$ cat config.mk
export PLATFORM = sky130hd
export DESIGN_NAME = dual_pattern_stream_matcher
export DESIGN_NICKNAME = d
export VERILOG_FILES = /design/src/hw/rtl/dpsm_pkg.sv /design/src/hw/rtl/dpsm_cell.sv /design/src/hw/rtl/dual_pattern_stream_matcher.sv
export SDC_FILE = /design/constraint.sdc
export NUM_CORES = 1
export LEC_CHECK = 0
export BUFFER_PORTS_ARGS = -buffer_cell sky130_fd_sc_hd__buf_4
export CAP_MARGIN = 20
export CORE_ASPECT_RATIO = 0.75
export CORE_MARGIN = 1.5
export CORE_UTILIZATION = 40
export CTS_CLUSTER_DIAMETER = 150
export DETAILED_ROUTE_END_ITERATION = 8
export PLACE_DENSITY_LB_ADDON = 0.12
export SLEW_MARGIN = 20
export SYNTH_ARGS = -nofsm -noshare
export SYNTH_HDL_FRONTEND = slang
export SYNTH_SLANG_ARGS = --single-unit
export TNS_END_PERCENT = 10
$ cat constraint.sdc
create_clock -name i_clk -period 5.42 [get_ports i_clk]
set_input_delay 1.084 -clock i_clk [delete_from_list [all_inputs] [get_ports i_clk]]
set_output_delay 1.084 -clock i_clk [all_outputs]
set_load 0.01 [all_outputs]
$ cat src/hw/rtl/dpsm_pkg.sv
// ----------------------------------------------------------------------------
// dpsm_pkg: shared types and constants of the dual pattern stream matcher
// Status codes, register map and the hit record passed from each cell.
// ----------------------------------------------------------------------------
package dpsm_pkg;

    // status codes
    localparam logic [2:0] ST_IDLE      = 3'd0;
    localparam logic [2:0] ST_SEARCHING = 3'd1;
    localparam logic [2:0] ST_FIRST     = 3'd2;
    localparam logic [2:0] ST_SECOND    = 3'd3;
    localparam logic [2:0] ST_NOT_FOUND = 3'd4;

    // register map, index = paddr / 8
    localparam logic [1:0] REG_FIRST_PAT  = 2'd0;
    localparam logic [1:0] REG_FIRST_LEN  = 2'd1;
    localparam logic [1:0] REG_SECOND_PAT = 2'd2;
    localparam logic [1:0] REG_SECOND_LEN = 2'd3;

    localparam logic [3:0] LEN_RESET = 4'd2;

    // what one cell reports about the byte it is about to hold
    typedef struct packed {
        logic fill;
        logic eq1;
        logic eq2;
    } t_hit;

    // byte i of a pattern, byte 0 being the earliest
    function automatic logic [7:0] pattern_byte(input logic [63:0] pat,
                                                input logic [2:0]  idx);
        return pat[{idx, 3'b000} +: 8];
    endfunction

endpackage

$ cat src/hw/rtl/dpsm_cell.sv
// ----------------------------------------------------------------------------
// dpsm_cell: one history cell of the matcher
// Holds one byte of the window and its fill flag, takes its neighbour's
// byte on each shift and compares the incoming byte with both patterns.
// ----------------------------------------------------------------------------
module dpsm_cell (
    input  logic             i_clk,
    input  logic             i_rst_n,
    input  logic             i_shift,
    input  logic             i_clear,
    input  logic [7:0]       i_byte,
    input  logic             i_fill,
    input  logic [7:0]       i_want1,
    input  logic [7:0]       i_want2,
    output logic [7:0]       o_byte,
    output logic             o_fill,
    output dpsm_pkg::t_hit   o_hit
);

    logic [7:0] r_byte;
    logic       r_fill;
    logic [7:0] n_byte;
    logic       n_fill;

    // a restart empties the history behind the newest byte
    assign n_byte = i_clear ? 8'd0 : i_byte;
    assign n_fill = i_clear ? 1'b0 : i_fill;

    // compare the byte this cell will hold after the shift
    assign o_hit.fill = n_fill;
    assign o_hit.eq1  = (n_byte == i_want1);
    assign o_hit.eq2  = (n_byte == i_want2);

    always_ff @(posedge i_clk) begin
        if (!i_rst_n) begin
            r_fill <= 1'b0;
        end else if (i_shift) begin
            r_fill <= n_fill;
        end
    end

    always_ff @(posedge i_clk) begin
        if (i_shift) begin
            r_byte <= n_byte;
        end
    end

    assign o_byte = r_byte;
    assign o_fill = r_fill;

endmodule

$ cat src/hw/rtl/dual_pattern_stream_matcher.sv
// ----------------------------------------------------------------------------
// dual_pattern_stream_matcher: two-pattern byte string matcher
// Watches a byte stream for either of two configured patterns of up to
// MAX_PATTERN_BYTES bytes ending at the newest byte.
// ----------------------------------------------------------------------------
// Usage:
//   Input channel (i_in_valid / o_in_ready) carries one received byte and a
//   begin_search flag per transaction. Each accepted byte yields exactly one
//   status transaction on the output channel (o_out_valid / i_out_ready).
//   Status: idle, searching, first found, second found, not found after
//   SEARCH_LIMIT bytes. Pattern one wins a tie; a result ends the search
//   and later bytes report idle until the next begin_search.
//   The status is registered at the accepting edge.
//   Throughput is one byte per cycle unless the receiver stalls; the history
//   is a row of MAX_PATTERN_BYTES shift cells and the compare is combinational.
//   If the receiver stalls, the status is held in the output register and
//   o_in_ready drops until it is taken.
//   Reset clears the output valid flag, the search and the fill flags of the
//   history, and loads both pattern lengths with 2 and patterns with zero.
//   Registers are written over the APB port at byte addresses 0, 8, 16, 24.
// ----------------------------------------------------------------------------
module dual_pattern_stream_matcher #(
    parameter int SEARCH_LIMIT      = 128,
    parameter int MAX_PATTERN_BYTES = 8
) (
    input  logic        i_clk,
    input  logic        i_rst_n,
    // byte input
    input  logic        i_in_valid,
    output logic        o_in_ready,
    input  logic [7:0]  i_rx_byte,
    input  logic        i_begin_search,
    // status output
    output logic        o_out_valid,
    input  logic        i_out_ready,
    output logic [2:0]  o_status,
    // configuration
    input  logic        psel,
    input  logic        penable,
    input  logic        pwrite,
    input  logic [4:0]  paddr,
    input  logic [63:0] pwdata,
    output logic [63:0] prdata,
    output logic        pready
);

    localparam int CW = $clog2(SEARCH_LIMIT + 1);

    // configuration registers
    logic [63:0] r_pat1;
    logic [63:0] r_pat2;
    logic [3:0]  r_len1;
    logic [3:0]  r_len2;

    // search control
    logic          r_active;
    logic [CW-1:0] r_cnt;
    logic          n_active;
    logic [CW-1:0] n_cnt;

    // output register
    logic       r_out_valid;
    logic [2:0] r_status;
    logic [2:0] n_status;

    logic accept;
    logic live;
    logic shift;
    logic wr;
    logic [3:0] len1s;
    logic [3:0] len2s;
    logic m1;
    logic m2;

    logic [7:0]     w_byte [MAX_PATTERN_BYTES];
    logic           w_fill [MAX_PATTERN_BYTES];
    dpsm_pkg::t_hit w_hit  [MAX_PATTERN_BYTES];

    assign pready = 1'b1;
    assign wr     = psel & penable & pwrite;

    // register writes
    always_ff @(posedge i_clk) begin
        if (!i_rst_n) begin
            r_pat1 <= 64'd0;
            r_pat2 <= 64'd0;
            r_len1 <= dpsm_pkg::LEN_RESET;
            r_len2 <= dpsm_pkg::LEN_RESET;
        end else if (wr) begin
            case (paddr[4:3])
                dpsm_pkg::REG_FIRST_PAT:  r_pat1 <= pwdata;
                dpsm_pkg::REG_FIRST_LEN:  r_len1 <= pwdata[3:0];
                dpsm_pkg::REG_SECOND_PAT: r_pat2 <= pwdata;
                dpsm_pkg::REG_SECOND_LEN: r_len2 <= pwdata[3:0];
                default: ;
            endcase
        end
    end

    // register reads
    always_comb begin
        case (paddr[4:3])
            dpsm_pkg::REG_FIRST_PAT:  prdata = r_pat1;
            dpsm_pkg::REG_FIRST_LEN:  prdata = {60'd0, r_len1};
            dpsm_pkg::REG_SECOND_PAT: prdata = r_pat2;
            dpsm_pkg::REG_SECOND_LEN: prdata = {60'd0, r_len2};
            default:                  prdata = 64'd0;
        endcase
    end

    // lengths above the window saturate
    assign len1s = (r_len1 > 4'(MAX_PATTERN_BYTES)) ? 4'(MAX_PATTERN_BYTES) : r_len1;
    assign len2s = (r_len2 > 4'(MAX_PATTERN_BYTES)) ? 4'(MAX_PATTERN_BYTES) : r_len2;

    assign o_in_ready = ~r_out_valid | i_out_ready;
    assign accept     = i_in_valid & o_in_ready;
    assign live       = i_begin_search | r_active;
    assign shift      = accept & live;

    // row of history cells, cell k holds the byte of age k
    for (genvar k = 0; k < MAX_PATTERN_BYTES; k++) begin : g_cell
        logic [3:0] idx1;
        logic [3:0] idx2;
        logic [7:0] prev_byte;
        logic       prev_fill;
        logic       clr;

        // pattern byte lined up with this age
        assign idx1 = len1s - 4'(k) - 4'd1;
        assign idx2 = len2s - 4'(k) - 4'd1;

        if (k == 0) begin : g_head
            assign prev_byte = i_rx_byte;
            assign prev_fill = 1'b1;
            assign clr       = 1'b0;
        end else begin : g_body
            assign prev_byte = w_byte[k-1];
            assign prev_fill = w_fill[k-1];
            assign clr       = i_begin_search;
        end

        dpsm_cell u_cell (
            .i_clk   (i_clk),
            .i_rst_n (i_rst_n),
            .i_shift (shift),
            .i_clear (clr),
            .i_byte  (prev_byte),
            .i_fill  (prev_fill),
            .i_want1 (dpsm_pkg::pattern_byte(r_pat1, idx1[2:0])),
            .i_want2 (dpsm_pkg::pattern_byte(r_pat2, idx2[2:0])),
            .o_byte  (w_byte[k]),
            .o_fill  (w_fill[k]),
            .o_hit   (w_hit[k])
        );
    end

    // a pattern matches when every cell inside its length is filled and equal
    always_comb begin
        m1 = 1'b1;
        m2 = 1'b1;
        for (int k = 0; k < MAX_PATTERN_BYTES; k++) begin
            m1 = m1 & ((4'(k) >= len1s) | (w_hit[k].eq1 & w_hit[k].fill));
            m2 = m2 & ((4'(k) >= len2s) | (w_hit[k].eq2 & w_hit[k].fill));
        end
    end

    // status and next search state
    always_comb begin
        n_cnt    = i_begin_search ? CW'(1) : r_cnt + CW'(1);
        n_active = 1'b0;
        if (!live) begin
            n_status = dpsm_pkg::ST_IDLE;
        end else if (m1) begin
            n_status = dpsm_pkg::ST_FIRST;
        end else if (m2) begin
            n_status = dpsm_pkg::ST_SECOND;
        end else if (n_cnt >= CW'(SEARCH_LIMIT)) begin
            n_status = dpsm_pkg::ST_NOT_FOUND;
        end else begin
            n_status = dpsm_pkg::ST_SEARCHING;
            n_active = 1'b1;
        end
    end

    always_ff @(posedge i_clk) begin
        if (!i_rst_n) begin
            r_active <= 1'b0;
            r_cnt    <= '0;
        end else if (shift) begin
            r_active <= n_active;
            r_cnt    <= n_cnt;
        end
    end

    // output register
    always_ff @(posedge i_clk) begin
        if (!i_rst_n) begin
            r_out_valid <= 1'b0;
        end else if (accept) begin
            r_out_valid <= 1'b1;
        end else if (i_out_ready) begin
            r_out_valid <= 1'b0;
        end
    end

    always_ff @(posedge i_clk) begin
        if (accept) begin
            r_status <= n_status;
        end
    end

    assign o_out_valid = r_out_valid;
    assign o_status    = r_status;

endmodule

==> results.json, run 1 <==
{
  "row_count": 66,
  "seq_area_frac_synth_pct": 27.57,
  "start_util_pct": 40.53,
  "place_hpwl_um": 59600,
  "fmax_ghz": 0.2116,
  "max-slew-margin-rel_pct": 35.20,
  "crit_arrival_ns": 5.01,
  "grt_usage_pct": 33.44,
  "crit_path_frequent_cell": "a211oi_1",
  "synthFlopType": "dfxtp_1",
  "cts_tree": "done",
  "routed_wl_um": 76890,
  "grt_max_degree": 102,
  "coreArea_mm2": 0.04327,
  "die_w_um": 244.8,
  "synthesis.nets": 2007,
  "post_cts_resized": 0,
  "nets": 2068,
  "cp-start-kind": "flip-flop",
  "synth_cell_types": 88,
  "ctsLongestPathBuffers": 3,
  "clock-sinks": 212,
  "post_cts_buffers": 0,
  "synth-adder-area-share_pct": 0.6421,
  "setup_viol": 0,
  "h-tree-depth": 1,
  "cts_hold_buf": 0,
  "layout_common_cells": "nand2_1, mux2i_1, buf_4",
  "dieHeight_um": 184.3,
  "drtIter0Drc": 1949,
  "numCtsBuffers": 25,
  "synthArstFlopShare_pct": 0,
  "rsz0062_at_grt": "no",
  "synth_compound_area_share_pct": 14.97,
  "syn_inst": 1913,
  "synth_top_family_by_area": "multiplexers",
  "grt_pass1_wl_um": 108100,
  "max_cap_violations": 0,
  "vias": 16090,
  "ir_worst_vdd_uv": 191.3,
  "dpl_worst_slack_ns": 0.8723,
  "slew_viol_final": 0,
  "grt_overflow_total": 0,
  "io_buffers": 150,
  "yosys_warnings": 0,
  "hold_viol": 0,
  "pwr_density_cell_mw_per_mm2": 199.6,
  "min_period_ns": 4.726,
  "first_pass_iters": 6,
  "clk_pin_slew_ns": 0.06,
  "post-route-period-util_pct": 87.20,
  "hold_class": "reg -> reg",
  "postSynthAreaPerCell_um2": 9.168,
  "synth_xor_xnor_area_share_pct": 6.349,
  "fill_cells": 4210,
  "leakagePower_nw": 7.644,
  "routabilityCongestion": 0.9676,
  "ys_ff_latch": 212,
  "area.growth.synth_to_final_pct": 12.98,
  "synthSimpleGateAreaFrac_pct": 16.22,
  "final_antenna_net_count": 0,
  "critPathSlowestCell": "ha_1",
  "clock_skew_ns": 0.01216,
  "vias_per_cell": 6.268,
  "drive_above_1_share_pct": 18.57,
  "drc": 0,
  "io_pins": 155,
  "clk_latency_ns": 0.55,
  "critPathKind": "reg -> reg",
  "routedWlPerCell_um": 29.95,
  "cp_cell_sequence": "nand2b_1 -> ha_1 -> inv_1 -> a211oi_1 -> a31oi_1 -> o221ai_1 -> xor2_1 -> nand4_1 -> nor4_1 -> o211ai_1 -> nor3_2 -> buf_4 -> a211oi_1",
  "worst_pin_slew_ns": 0.9450,
  "syn_area_mm2": 0.01754,
  "status": "complete, no violations",
  "antenna_found_initial": 6,
  "worstPathMaxFanout": 24,
  "muxShareOfSynthArea_pct": 29.11,
  "end_kind": "flip-flop",
  "die_area_mm2": 0.04512,
  "synth_edf_count": 59,
  "setup_ws_ns": 0.6939,
  "p_total_mw": 3.954,
  "ctsRootBufferMaster": "clkbuf_16",
  "cpPeakStageDelay_ns": 1.00,
  "final_common_cell": "nand2_1",
  "cp.required_ns": 5.70,
  "tns_ns": 0,
  "grt_pass1_vias": 14750
}
layer usage:
layer	up-vias	share of wire [%]	routed length (um)	track usage, %
li1	7090	-	-	-
met1	8078	45	34640	48.91
met2	817	41	31810	48.31
met3	105	11	8147	8.343
met4	0	3.0	2297	9.309
met5	-	0	0	0
synthesized netlist by cell type (6+ instances only):
cell         n  share of area, %
or3_1        7              0.25
xnor2_1     74               3.7
a21boi_0   136               5.8
nor2b_1     59               2.1
o21ai_0     34              0.97
mux4_1       6              0.90
mux2i_1    281                16
buf_2       29              0.83
dfxtp_1    153                17
o221ai_1    22               1.1
mux2_2      16               1.0
a21oi_1     38               1.1
a2111oi_0   10              0.50
a211oi_1    13              0.56
nor3_1      22              0.63
buf_6       11              0.71
buf_1       14              0.30
nor3b_1     13              0.56
ha_1         9              0.64
o22ai_1     21              0.75
xor2_1      50               2.5
nand2_1    320               6.8
nor2_1     111               2.4
nand3_1     22              0.63
mux4_2      83                11
o32ai_1      6              0.30
and2_1       6              0.21
nand4_1      9              0.32
buf_4       11              0.47
edfxtp_1    59                10
a31oi_1      7              0.25
inv_1       28              0.60
nand2b_1     8              0.29
clkbuf_1    94               2.0
kinds of logic after synthesis:
group / after synthesis
buf+inv: 194
xor+xnor: 125
fa+ha+maj: 9
mux: 391
flops: 212
compound gates: 362
simple gates: 619
other cells: 1
worst max-delay path: cells and delay by family, from the launching register on:
kind / cells / cell delay (ns)
buffers and inverters: 2 / 0.61
adders and majority gates: 1 / 1.00
DFF: 1 / 0.34
and+or+nand+nor: 4 / 1.41
xor gates and xnor gates: 1 / 0.18
AOI/OAI and AO/OA: 5 / 0.88
power breakdown:
part	leakage [nW]	internal (mW)	total, mW	switching, mW
registers	1.80	1.67	1.75	0.0709
logic	5.46	0.225	0.545	0.320
clock network	0.382	0.969	1.66	0.695
total	7.64	2.87	3.95	1.09
sequential cells by signal, summed over array words and instances, names as in the netlist:
register and count:
g_cell.u_cell.o_byte 56, r_cnt 8, g_cell.u_cell.o_fill 7, o_out_valid 1, r_len2 4, r_active 1
o_status 3, r_pat1 64, r_len1 4, r_pat2 64
per-stage QoR:
stage / util, % / instance area, um2 / cells / hold slack [ns]
after detailed placement: 43.91 / 19000 / 2524 / 0.4452
after floorplan: - / 17540 / 1913 / 0.4330
final: 45.79 / 19810 / 2567 / 0.4606
after CTS: 45.71 / 19780 / 2564 / 0.4601
after global routing: 45.78 / 19810 / 2565 / 0.4774
after global placement: 43.91 / 19000 / 2524 / 0.4412
worst paths after layout:
kind	depth (start not counted)	slack [ns]	endpoint	startpoint
max reg2reg	13	0.69	o_status[0]$_SDFFCE_PP0P_	r_len1[3]$_SDFFE_PN0P_
min	1	0.46	g_cell[0].u_cell.o_fill$_SDFFE_PN0P_	g_cell[0].u_cell.o_fill$_SDFFE_PN0P_
min reg2reg	1	0.46	g_cell[0].u_cell.o_fill$_SDFFE_PN0P_	g_cell[0].u_cell.o_fill$_SDFFE_PN0P_
max	13	0.69	o_status[0]$_SDFFCE_PP0P_	r_len1[3]$_SDFFE_PN0P_
area by class of cell:
class / count / area, um2 / area share (%)
multi-input cells: 1507 / 11830 / 59.72
inverters: 35 / 138.9 / 0.7009
diodes: 2 / 5.005 / 0.02526
flip-flops and latches: 212 / 4837 / 24.41
clock buffers: 35 / 724.4 / 3.656
clock inverters: 5 / 57.56 / 0.2905
repair buffers: 193 / 1494 / 7.540
well taps: 578 / 723.2 / 3.650
Power figures use the tool's default switching activity.
==> inputs of run 2 (changes only) <==
--- a/config.mk
+++ b/config.mk
@@ -5,13 +5,14 @@
 export SDC_FILE = /design/constraint.sdc
 export NUM_CORES = 1
 export LEC_CHECK = 0
-export BUFFER_PORTS_ARGS = -buffer_cell sky130_fd_sc_hd__buf_4
 export CAP_MARGIN = 20
 export CORE_ASPECT_RATIO = 0.75
 export CORE_MARGIN = 1.5
 export CORE_UTILIZATION = 40
 export CTS_CLUSTER_DIAMETER = 150
 export DETAILED_ROUTE_END_ITERATION = 8
+export DONT_BUFFER_PORTS = 1
+export MAX_ROUTING_LAYER = met4
 export PLACE_DENSITY_LB_ADDON = 0.12
 export SLEW_MARGIN = 20
 export SYNTH_ARGS = -nofsm -noshare
==> run 2 against run 1 <==
Setup slack better by 0.085 ns; die area stayed put; critical path depth is 2 lower; worst hold slack worse by 0.0029 ns; via count is 2.9% lower; utilization is 2.7 points lower; largest power group unchanged.
==> results.json, run 2 (synthesis gave the netlist of run 1 again) <==
{
  "detail_route.wirelength.met1_um": 33430,
  "clk_latency_ns": 0.57,
  "dpl.cell_count": 2370,
  "final_cells": 2417,
  "grt_usage_pct": 33.64,
  "cp.required_ns": 5.69,
  "top_layer_used": "met4",
  "max_cap_violations": 0,
  "final_antenna_net_count": 0,
  "place_area_mm2": 0.01784,
  "final_common_cell": "nand2_1",
  "drc": 0,
  "dr_wl_met2_um": 31230,
  "post_cts_buffers": 0,
  "crit_arrival_ns": 4.91,
  "nets": 1914,
  "pwr_density_cell_mw_per_mm2": 206.0,
  "post-route-period-util_pct": 85.63,
  "ir_worst_vdd_uv": 216.0,
  "antenna_found_initial": 4,
  "io_buffers": 0,
  "h-tree-depth": 1,
  "area.growth.synth_to_final_pct": 6.399,
  "routedWlPerCell_um": 31.01,
  "row_count": 66,
  "rsz0062_at_grt": "no",
  "ctsLongestPathBuffers": 3,
  "cp_top_family": "simple AND/OR/NAND/NOR gates",
  "final_area_mm2": 0.01866,
  "layout_common_cells": "nand2_1, mux2i_1, dfxtp_1",
  "io_pins": 155,
  "end_kind": "flip-flop",
  "n_antenna_cell": 0,
  "drtIter0Drc": 2183,
  "first_pass_iters": 6,
  "grt_max_degree": 151,
  "die_area_mm2": 0.04512,
  "cts_hold_buf": 0,
  "drive_above_1_share_pct": 11.96,
  "cp_cell_sequence": "nand2b_1 -> ha_1 -> xnor2_2 -> mux4_2 -> nor2_1 -> or4b_1 -> nand3_1 -> a41oi_1 -> a21o_1 -> nor3_2 -> a211oi_1",
  "hold_viol": 0,
  "ctsRootBufferMaster": "clkbuf_16",
  "cpPeakStageDelay_ns": 0.77,
  "start_util_pct": 40.53,
  "grt_pass1_vias": 13930,
  "max-slew-margin-rel_pct": 29.38,
  "clk_pin_slew_ns": 0.06,
  "clock-sinks": 212,
  "clock_skew_ns": 0.02285,
  "setup_viol": 0,
  "min_period_ns": 4.641,
  "grt_pass1_wl_um": 105500,
  "vias": 15630,
  "vias_per_cell": 6.467,
  "slew_viol_final": 0,
  "critPathSlowestCell": "xnor2_2",
  "cts_tree": "done",
  "crit_buf_inv": 0,
  "worst_pin_slew_ns": 1.059,
  "leakagePower_nw": 6.872,
  "numCtsBuffers": 25,
  "grt_overflow_total": 0,
  "routed_wl_um": 74960,
  "cp-start-kind": "flip-flop",
  "dieHeight_um": 184.3,
  "die_w_um": 244.8,
  "tns_ns": 0,
  "fill_cells": 4266,
  "routabilityCongestion": 0.9997,
  "fmax_ghz": 0.2155,
  "whs_ns": 0.4577,
  "met3WireLength_um": 8182,
  "post_cts_resized": 0,
  "worstPathMaxFanout": 14,
  "critPathKind": "reg -> reg",
  "coreArea_mm2": 0.04327,
  "hold_class": "reg -> reg",
  "place_hpwl_um": 57330,
  "status": "complete, no violations"
}
[run 2: changes by cell type in the layout (fill, tap and decap cells not counted), sizes merged]
cell,before,now
clkinv,1,7
diode,2,0
clkbuf,35,33
inv,37,39
buf,193,39
[run 2: final timing paths]
check                                         end  slack (ns)                                  from  depth (start not counted)
max reg2reg             o_status[0]$_SDFFCE_PP0P_        0.78                r_len1[1]$_SDFFE_PN1P_                         11
max                     o_status[0]$_SDFFCE_PP0P_        0.78                r_len1[1]$_SDFFE_PN1P_                         11
min reg2reg  g_cell[0].u_cell.o_fill$_SDFFE_PN0P_        0.46  g_cell[0].u_cell.o_fill$_SDFFE_PN0P_                          1
min          g_cell[0].u_cell.o_fill$_SDFFE_PN0P_        0.46  g_cell[0].u_cell.o_fill$_SDFFE_PN0P_                          1
[run 2: layer usage]
layer  up-vias  global-route usage (%)
li1       6791                       -
met3       107                   6.377
met2       882                   47.15
met5         -                       -
met4         0                   8.395
met1      7850                   49.17
[run 2: metrics by stage]
stage | worst slack [ns] | total power [mW] | utilization (%)
after detailed placement | 0.8127 | 2.174 | 41.23
after CTS | 0.7605 | 3.849 | 43.08
after global routing | 0.4892 | 3.947 | 43.12
after floorplan | 0.7745 | 2.079 | -
after global placement | 0.7975 | 2.171 | 41.23
final | 0.7788 | 3.845 | 43.12
[run 2: area by class of cell]
cell class	count	area, um2	area share (%)
clock buffer	33	695.7	3.728
clock inverter	13	105.1	0.5632
inverter	35	138.9	0.7443
multi-input combinational	1507	11840	63.46
sequential	212	4837	25.92
tap	578	723.2	3.876
timing repair buffer	39	317.8	1.703
[run 2: where the power goes]
part | switching [mW] | internal (mW)
registers | 0.0717 | 1.67
clock network | 0.737 | 0.955
logic | 0.232 | 0.175
total | 1.04 | 2.80
